**src/hpa_pkg.sv**
```systemverilog
// Shared definitions for the handle pool allocator.
// Operation and status codes, field widths and the default pool size.
// No dependencies.
package hpa_pkg;

  localparam int OP_W       = 2;
  localparam int STATUS_W   = 2;
  localparam int HANDLE_W   = 8;
  localparam int POOL_SIZE_DEFAULT = 256;

  // Operation decode bits
  localparam int OP_TRY_BIT  = 0;
  localparam int OP_FREE_BIT = 1;

  // Result status codes
  localparam logic [STATUS_W-1:0] ST_OK      = 2'd0;
  localparam logic [STATUS_W-1:0] ST_NONE    = 2'd1;
  localparam logic [STATUS_W-1:0] ST_INVALID = 2'd2;

endpackage

```
**src/hpa_ram.sv**
```systemverilog
// Generic single-write, single-read synchronous RAM with registered read.
// Used for the freed-handle queue and the in-use bitmap. No dependencies.
module hpa_ram #(
  parameter int WIDTH = 8,
  parameter int DEPTH = 256
) (
  input  logic                     clk,
  input  logic                     we,
  input  logic [$clog2(DEPTH)-1:0] waddr,
  input  logic [WIDTH-1:0]         wdata,
  input  logic                     re,
  input  logic [$clog2(DEPTH)-1:0] raddr,
  output logic [WIDTH-1:0]         rdata
);

  logic [WIDTH-1:0] mem [DEPTH];

  // Write port
  always_ff @(posedge clk) begin
    if (we) begin
      mem[waddr] <= wdata;
    end
  end

  // Registered read, hold data when not enabled
  always_ff @(posedge clk) begin
    if (re) begin
      rdata <= mem[raddr];
    end
  end

endmodule

```
**src/handle_pool_allocator_core.sv**
```systemverilog
// Handle pool allocator core: free-list queue and in-use bitmap in RAM.
// Depends on hpa_pkg and hpa_ram.
//
// Usage:
//   Request channel (request_valid/request_ready) carries operation and
//   free_handle. Operation 0 allocates, 1 tries to allocate from freed
//   handles only, 2 (and 3) returns free_handle to the pool.
//   Result channel (result_valid/result_ready) carries status and
//   granted_handle, exactly one item per request, in request order.
//   With the output register free, a request reads the queue head and
//   the bitmap entry when it is accepted (registered RAM reads), then
//   decides and writes back in the next cycle; result_valid rises once
//   that commit is registered. No new request is taken until the
//   current one commits.
//   A finished result sits in an output register; the next request is
//   accepted meanwhile and waits in its decide step while the receiver
//   stalls, then completes as soon as the output register frees.
//   Reset clears queue pointers, counts and the fresh-handle counter.
//   No clearing pass: a bitmap entry at or above the fresh-handle count
//   reads as not in use, so the block takes requests right after reset.
module handle_pool_allocator_core #(
  parameter int POOL_SIZE = hpa_pkg::POOL_SIZE_DEFAULT
) (
  input  logic                           clk,
  input  logic                           rst,
  input  logic                           request_valid,
  output logic                           request_ready,
  input  logic [hpa_pkg::OP_W-1:0]       operation,
  input  logic [hpa_pkg::HANDLE_W-1:0]   free_handle,
  output logic                           result_valid,
  input  logic                           result_ready,
  output logic [hpa_pkg::STATUS_W-1:0]   status,
  output logic [hpa_pkg::HANDLE_W-1:0]   granted_handle
);

  import hpa_pkg::*;

  localparam int QW        = $clog2(POOL_SIZE);
  localparam int CW        = $clog2(POOL_SIZE + 1);
  localparam int MAP_DEPTH = (POOL_SIZE < (1 << HANDLE_W)) ? POOL_SIZE : (1 << HANDLE_W);
  localparam int MW        = $clog2(MAP_DEPTH);
  localparam int XW        = CW + HANDLE_W;

  localparam logic [0:0] S_IDLE = 1'b0;
  localparam logic [0:0] S_EXEC = 1'b1;

  logic [0:0]          state;
  logic [OP_W-1:0]     op;
  logic [HANDLE_W-1:0] handle;
  logic [QW-1:0]       head;
  logic [QW-1:0]       tail;
  logic [CW-1:0]       count;
  logic [CW-1:0]       fresh;

  logic                fifo_we;
  logic [HANDLE_W-1:0] fifo_rdata;
  logic                map_we;
  logic [MW-1:0]       map_waddr;
  logic                map_wdata;
  logic [MW-1:0]       map_raddr;
  logic                map_rdata;

  logic                accept;
  logic                commit;
  logic [XW-1:0]       handle_x;
  logic [XW-1:0]       fresh_x;
  logic [XW-1:0]       map_limit_x;
  logic                in_use;
  logic                do_free;
  logic                do_pop;
  logic                do_fresh;
  logic [STATUS_W-1:0] status_next;
  logic [HANDLE_W-1:0] grant_next;

  assign request_ready = (state == S_IDLE);
  assign accept        = request_valid && request_ready;
  assign commit        = (state == S_EXEC) && (!result_valid || result_ready);

  // Widen handle and counter to a common width for compares and selects
  assign handle_x    = {{CW{1'b0}}, free_handle};
  assign fresh_x     = {{HANDLE_W{1'b0}}, fresh};
  assign map_limit_x = XW'(MAP_DEPTH);
  assign map_raddr   = handle_x[MW-1:0];

  // Entries at or above the fresh count were never written: not in use
  assign in_use = ({{CW{1'b0}}, handle} < fresh_x) && map_rdata;

  // Decide the request from the RAM read data
  always_comb begin
    do_free     = 1'b0;
    do_pop      = 1'b0;
    do_fresh    = 1'b0;
    status_next = ST_NONE;
    grant_next  = '0;
    if (op[OP_FREE_BIT]) begin
      if (in_use && (count != CW'(POOL_SIZE))) begin
        do_free     = 1'b1;
        status_next = ST_OK;
      end else begin
        status_next = ST_INVALID;
      end
    end else if (count != '0) begin
      do_pop      = 1'b1;
      status_next = ST_OK;
      grant_next  = fifo_rdata;
    end else if (!op[OP_TRY_BIT] && (fresh != CW'(POOL_SIZE))) begin
      do_fresh    = 1'b1;
      status_next = ST_OK;
      grant_next  = fresh_x[HANDLE_W-1:0];
    end
  end

  // Queue push on free, bitmap update on free, pop or fresh grant
  always_comb begin
    fifo_we   = commit && do_free;
    map_we    = 1'b0;
    map_waddr = '0;
    map_wdata = 1'b0;
    if (commit && do_free) begin
      map_we    = 1'b1;
      map_waddr = handle[MW-1:0];
      map_wdata = 1'b0;
    end else if (commit && do_pop) begin
      map_we    = 1'b1;
      map_waddr = fifo_rdata[MW-1:0];
      map_wdata = 1'b1;
    end else if (commit && do_fresh && (fresh_x < map_limit_x)) begin
      map_we    = 1'b1;
      map_waddr = fresh_x[MW-1:0];
      map_wdata = 1'b1;
    end
  end

  hpa_ram #(
    .WIDTH (HANDLE_W),
    .DEPTH (POOL_SIZE)
  ) u_fifo_ram (
    .clk   (clk),
    .we    (fifo_we),
    .waddr (tail),
    .wdata (handle),
    .re    (accept),
    .raddr (head),
    .rdata (fifo_rdata)
  );

  hpa_ram #(
    .WIDTH (1),
    .DEPTH (MAP_DEPTH)
  ) u_map_ram (
    .clk   (clk),
    .we    (map_we),
    .waddr (map_waddr),
    .wdata (map_wdata),
    .re    (accept),
    .raddr (map_raddr),
    .rdata (map_rdata)
  );

  // Sequence: read on accept, decide and write back on commit
  always_ff @(posedge clk) begin
    if (rst) begin
      state <= S_IDLE;
    end else begin
      unique case (state)
        S_IDLE: begin
          if (accept) begin
            state <= S_EXEC;
          end
        end
        S_EXEC: begin
          if (commit) begin
            state <= S_IDLE;
          end
        end
        default: state <= S_IDLE;
      endcase
    end
  end

  // Latch the request payload
  always_ff @(posedge clk) begin
    if (accept) begin
      op     <= operation;
      handle <= free_handle;
    end
  end

  // Advance queue pointers and counters
  always_ff @(posedge clk) begin
    if (rst) begin
      head  <= '0;
      tail  <= '0;
      count <= '0;
      fresh <= '0;
    end else if (commit) begin
      if (do_free) begin
        tail  <= (tail == QW'(POOL_SIZE - 1)) ? '0 : tail + 1'b1;
        count <= count + 1'b1;
      end else if (do_pop) begin
        head  <= (head == QW'(POOL_SIZE - 1)) ? '0 : head + 1'b1;
        count <= count - 1'b1;
      end else if (do_fresh) begin
        fresh <= fresh + 1'b1;
      end
    end
  end

  // Hold the result until the receiver takes it
  always_ff @(posedge clk) begin
    if (rst) begin
      result_valid <= 1'b0;
    end else if (commit) begin
      result_valid <= 1'b1;
    end else if (result_ready) begin
      result_valid <= 1'b0;
    end
  end

  always_ff @(posedge clk) begin
    if (commit) begin
      status         <= status_next;
      granted_handle <= grant_next;
    end
  end

endmodule
```
**config.mk**
```make
export PLATFORM = sky130hd
export DESIGN_NAME = handle_pool_allocator_core
export DESIGN_NICKNAME = d
export VERILOG_FILES = /design/src/hpa_pkg.sv /design/src/hpa_ram.sv /design/src/handle_pool_allocator_core.sv
export SDC_FILE = /design/constraint.sdc
export NUM_CORES = 2
export LEC_CHECK = 0
export BUFFER_PORTS_ARGS = -buffer_cell sky130_fd_sc_hd__buf_2
export CORE_MARGIN = 2
export CORE_UTILIZATION = 60
export CTS_BUF_LIST = sky130_fd_sc_hd__clkbuf_8
export DETAILED_ROUTE_END_ITERATION = 10
export PLACE_DENSITY = 0.76
export SETUP_SLACK_MARGIN = 0.02
export SYNTH_ARGS = -nofsm -noshare
export SYNTH_HDL_FRONTEND = slang
export SYNTH_SLANG_ARGS = --single-unit
```
**constraint.sdc**
```tcl
create_clock -name clk -period 18.3 [get_ports clk]
set_input_delay 3.66 -clock clk [delete_from_list [all_inputs] [get_ports clk]]
set_output_delay 3.66 -clock clk [all_outputs]
set_load 0.005 [all_outputs]
```
### Yosys cells after proc, flatten, opt, wreduce, memory -nomap -nowiden

Memory sizes are Yosys's and may differ from the RTL's. A register that Yosys moved wholly into a read port is not among the register bits.
Cells that the tools add are included.

* flip-flop bits (word level): 56
* bits in latches: 0
* bits in writable memories: 2304
* memory bits (read-only): 0
* bits of input ports: 14
* word-level logic and storage cells: 78
* memories: 2

* add/sub/neg operators: 5
* $mul: 0
* divide/modulo/power cells: 0
* $lt $le $gt $ge: 2
* equal/unequal tests: 4
* shifts and indexed selects: 0
* muxes and demuxes: 33
* bitwise gates (word level): 3
* reduce and logical (&&, ||, !) cells: 19

Memory list
* u_fifo_ram.mem: words 256, width 8, rd ports 1, clocked after memory_dff 1, wr ports 1, RTL line hpa_ram.sv:16 `logic [WIDTH-1:0] mem [DEPTH];`
* u_map_ram.mem: words 256, width 1, rd ports 1, clocked after memory_dff 1, wr ports 1, RTL line hpa_ram.sv:16

Operators with widths (number)
* $mux W8: 7
* $mux W1: 21
* $add A9 B1 Y9 const B: 2
* $mux W9: 2
* $ne A9 B9 Y1 const B: 2
* $add A8 B1 Y8 const B: 2
* $eq A8 B8 Y1 const B: 2
* $logic_and A1 B1 Y1: 9
* $lt A8 B9 Y1: 1
* $lt A9 B9 Y1 const B: 1
* $reduce_bool A9 Y1: 1
* $sub A9 B1 Y9 const B: 1
* $mux W2: 2
* $reduce_and A2 Y1: 2
* $reduce_and A4 Y1: 1
* $reduce_bool A2 Y1: 2
* $not A1 Y1: 3
* $reduce_and A3 Y1: 1
* $logic_not A1 Y1: 2
* $pmux W1 S2: 1
* $logic_or A1 B1 Y1: 1

### Longest topological paths before layout

* depth in word-level cells: 12
* gate-level depth with buffers: 17
* gate-level depth less buffers: 16

### By module

From an unflattened synthesis, not the netlist that was laid out.

* cell total of the unflattened synthesis: 4862
* area, all modules: 93828.7 sq um

By module, submodules not included
* hpa_ram at u_fifo_ram: instances 1, cells an instance 3733, area each 79636.4 sq um, sequential area each 61739.2 sq um
* hpa_ram at u_map_ram: instances 1, cells an instance 788, area each 11138.2 sq um, sequential area each 7717.4 sq um
* handle_pool_allocator_core: instances 1, cells an instance 341, area each 3054.2 sq um, sequential area each 1321.3 sq um

### Worst setup path before layout

Ideal clock, no wire load.

* path kind: in2reg
* start: input result_ready
* end: memory u_map_ram.mem[0], data pin
* library setup time: 1389 ps
* data arrival time: 10188 ps
* data required time: 16911 ps
* path slack: 6723 ps
* stages: 4
* path through: nand2b_1 -> nand3_1 -> clkbuf_1 -> nor2_1

* word-level cells in the longest chain between the ends: 7
* elaborated cells between the ends (all ways): 9
* those cells by class: mux: 3; reduce/logical: 6

RTL lines
* start: declaration: RTL line handle_pool_allocator_core.sv:31 `input logic result_ready,`
* $logic_or A1 B1 Y1 *: RTL line handle_pool_allocator_core.sv:77 `assign commit = (state == S_EXEC) && (!result_valid || result_ready);`
* $logic_and A1 B1 Y1 *: RTL line handle_pool_allocator_core.sv:77
* $logic_and A1 B1 Y1 (2 in a row): RTL line handle_pool_allocator_core.sv:127 `end else if (commit && do_fresh && (fresh_x < map_limit_x)) begin`
* $mux W1: RTL line handle_pool_allocator_core.sv:127
* $mux W1: RTL line handle_pool_allocator_core.sv:123 `end else if (commit && do_pop) begin`
* $mux W1 *: RTL line handle_pool_allocator_core.sv:119 `if (commit && do_free) begin`
* named net map_wdata: RTL line handle_pool_allocator_core.sv:59 `logic map_wdata;`
* end: declaration: RTL line hpa_ram.sv:16

The timed path passes the listed nets; every way through them passes the cells marked *.

### Final worst setup path

* start: input result_ready
* end: memory u_fifo_ram.mem[249][2], enable pin

* word-level cells in the longest chain between the ends: 5

RTL lines
* $logic_or A1 B1 Y1: RTL line handle_pool_allocator_core.sv:77
* $logic_and A1 B1 Y1: RTL line handle_pool_allocator_core.sv:77
* named net commit: RTL line handle_pool_allocator_core.sv:64 `logic commit;`
* $logic_and A1 B1 Y1: RTL line handle_pool_allocator_core.sv:115 `fifo_we = commit && do_free;`
* $mux W1: RTL line hpa_ram.sv:20 `if (we) begin`
* $mux W1 (not written as such): RTL line hpa_ram.sv:21 `mem[waddr] <= wdata;`
* end: declaration: RTL line hpa_ram.sv:16

The timed path passes the listed nets, and every way through them passes these cells.

==> impl_results.md <==
- Slew @ Worst Pin: 1.40 ns
- CTS H-Tree Depth: 5
- First-pass GRT wire length: 356000 um
- Vias/cell: 7.02
- Max Cap Viol: 0
- Maximum number of pins on one net before global-route repair: 257
- Fraction of the yosys area taken by sequential cells: 74.2%
- Final std cells w/o fill: 7517
- Worst slew margin: 6.41%
- Cts repair resizes: 0
- Maximum vdd ir drop: 85.2 uV
- Filler cells: 10200
- #FFs+latches synth: 2369
- Clock root cell: clkbuf_8
- FP Rows: 146
- Gr usage total: 30.5%
- Worst Hold Launch: count[5]
- Sw power: 2.47 mW
- Minimum clock period: 7.34 ns
- Critical path class: input port to register
- Global route total overflow: 0
- Hold Path Class: register to register
- Syn nets: 5070
- Cts hold-fix bufs: 0
- Worst Path Max Fanout: 16
- Vias in the first global route: 51500
- Post-CTS setup buffers: 0
- CTS Sinks: 2369
- Drt wl/cell: 32.9 um
- Initial antenna violation count: 9
- Post-Synthesis Cells: 5034
- Mean Syn Cell Area: 19.0 um^2
- Switch share: 23.0%
- Fmax: 136 MHz
- Async S/R FF share, synth: 0%
- Final WL: 247000 um
- Post-synth top area cell: edfxtp_1
- Layout cells sized above 1: 22.2%
- Gp weighted congestion: 0.913
- DR iter-0 viols: 8299
- Final setup viols: 0
- Hold Path Stages: 2
- Comb pwr share: 6.3%
- Setup WS post-layout: 10.96 ns
- Post-route cell area: 0.104 mm^2
- Reg2reg start: head[0]
- Power per cell area: 103 mW/mm^2
- R2r setup slk: 11.29 ns
- Multi-input logic area: 0.0229 mm^2
- Post-synth EDFFs: 2333
- Int Power: 8.27 mW
- Clock transition at path regs: 0.06 ns
- CTS Buf Count: 373
- Seq pwr share: 56.0%
- Worst reg2reg path depth: 10
- Pre-CTS setup slack: 10.11 ns
- Post-synth top area share: 73.4%
- DP Area: 0.0975 mm^2
- Final period utilization: 40.1%
- Clock tree buffer depth: 4
- Leak: 31.1 nW
- DP HPWL: 139000 um
- Pre-antenna DRT Iters: 8
- Worst skew pair latency: 1.08 ns
- Die X: 403 um
- Storage cell area: 0.0708 mm^2
- Syn Std Cell Area: 0.0954 mm^2
- Setup Skew: 0.0931 ns
- Crit start category: input port
- RSZ-0062 raised after global routing: false
- Ports: 26
- Worst hold endpoint: count[5]
- Remaining DRCs: 0
- Crit end category: register
- Fin. max-slew vios: 0
- CP arrival: 7.99 ns
- Largest cells by area after synthesis: edfxtp_1 73%, mux4_2 11%, mux2i_1 2.4%, nor2_1 1.3%, nor4_1 1.3%
- Endpoints failing hold: 0
- Fin nets: 5201
- Post-synth top flop: edfxtp_1
- Crit Reg-Reg Endpoint: u_fifo_ram.rdata[5]
- Initial Util: 60.3%
- Die Y: 403 um
- Core outline area: 0.158 mm^2
- CTS tree: built
- Dpl cells: 6862
- Clock Power Share: 37.7%
- Area Overhead vs Synth: 9.09%
- Yosys cell types: 76
- Vias: 52800
- Synth warn: 0
- Post-route ant nets: 0
- CP startpoint: result_ready
- I/O Buffers: 25
- Setup TNS: 0 ns
- Worst path required time: 18.94 ns
- Outcome: completed
- Die area: 0.162 mm^2
-- per-layer routing --
| layer | GRT usage [%] | up-vias | part of all wire, % |
|---|---|---|---|
| li1 | - | 21200 | - |
| met4 | 11.7 | 8 | 3.7 |
| met1 | 42.7 | 26800 | 37 |
| met2 | 44.9 | 4211 | 46 |
| met3 | 10.3 | 596 | 14 |
| met5 | 0 | - | 0.022 |
-- power by group through the flow --
stage	logic (mW)	registers (mW)	clock network (mW)
2_1_floorplan	0.440	6.17	0
3_3_place_gp	0.665	6.12	0
3_5_place_dp	0.676	6.12	0
4_1_cts	0.677	6.01	4.08
5_1_grt	0.719	6.00	4.31
6_report	0.681	6.01	4.05
-- state kept, by name, summed over array words and instances (netlist names) --
signal            flops
u_map_ram.rdata       1
result_valid          1
granted_handle        8
fresh                 9
tail                  8
u_map_ram.mem       256
count                 9
u_fifo_ram.mem     2048
status                2
handle                8
head                  8
u_fifo_ram.rdata      8
state                 1
op                    2
-- kinds of logic after synthesis --
| family | share of synthesized area [%] |
|---|---|
| muxes | 13.8 |
| xor gates and xnor gates | 0.184 |
| and+or+nand+nor | 5.33 |
| buffers and inverters | 2.05 |
| adders and majority gates | 0.296 |
| DFF | 74.2 |
| AOI/OAI and AO/OA | 4.10 |
-- through the flow --
| stage | total power, mW | utilization [%] | hold slack, ns |
|---|---|---|---|
| 2_1_floorplan | 6.61 | - | 0.466 |
| 5_1_grt | 11.0 | 65.8 | 0.528 |
| 3_5_place_dp | 6.80 | 61.6 | 0.491 |
| 6_report | 10.7 | 65.8 | 0.502 |
| 3_3_place_gp | 6.78 | 61.6 | 0.483 |
| 4_1_cts | 10.8 | 65.8 | 0.504 |
-- synth_stat cells, types with 12 or more instances --
cell type	n
buf_1	21
o221ai_1	21
ha_1	21
a2111oi_0	12
mux2i_1	229
nand3_1	55
nand2_1	113
a211oi_1	45
a21oi_1	99
mux4_2	473
nor2b_1	36
clkbuf_1	180
o22ai_1	71
dfxtp_1	36
buf_2	125
edfxtp_1	2333
inv_1	38
nor3_1	35
nand2b_1	15
or3_1	12
a22o_1	32
a22oi_1	68
buf_4	42
o211ai_1	16
mux2_2	23
nor4_1	198
a31oi_1	13
nand4_1	15
xnor2_1	18
a221oi_1	38
nor2_1	336
nor4_2	73
o21ai_0	51
-- worst max-delay path: stages --
cell,delay (ns)
buf_2,0.08
nand2b_1,0.16
nand2_1,0.12
inv_1,0.41
nand3_1,0.51
a21oi_2,0.85
nand3_2,1.19
nor2_1,1.00
-- worst max path at each step --
stage	depth (start not counted)	slack (ns)	end
2_1_floorplan	4	6.72	u_map_ram.mem[0]
3_3_place_gp	8	10.34	u_fifo_ram.mem[73][2]
3_5_place_dp	8	10.11	u_fifo_ram.mem[137][6]
4_1_cts	8	11.22	u_fifo_ram.mem[249][2]
5_1_grt	8	10.89	u_fifo_ram.mem[249][2]
6_report	8	10.96	u_fifo_ram.mem[249][2]
-- area by class of cell --
type / instances / area share [%]
Sequential cell: 2369 / 68.0
Antenna cell: 11 / 0.0264
Tap cell: 2072 / 2.49
Timing Repair Buffer: 133 / 1.02
Multi-Input combinational cell: 2245 / 22.0
Clock inverter: 262 / 1.22
Inverter: 43 / 0.155
Clock buffer: 382 / 5.05
-- cells in the final DEF (no fill, tap or decap), types with 30 or more instances in the layout --
cell      synthesis  layout
mux4_2          473     473
a22o_1           32      32
nor3_1           35      35
inv_1            38     151
o22ai_1          71      70
nor4_2           73      73
buf_4            42     100
o21ai_0          51      51
a22oi_1          68      68
clkbuf_8          0     382
a21oi_1          99      98
nor2_1          336     333
mux2i_1         229     229
nor4_1          198     198
nor2b_1          36      32
edfxtp_1       2333    2333
a211oi_1         45      45
nand3_1          55      46
nand2_1         113     113
a221oi_1         38      38
clkinv_1          0      96
dfxtp_1          36      30
clkinv_2          0      39
(Power assumes the default switching activity.)
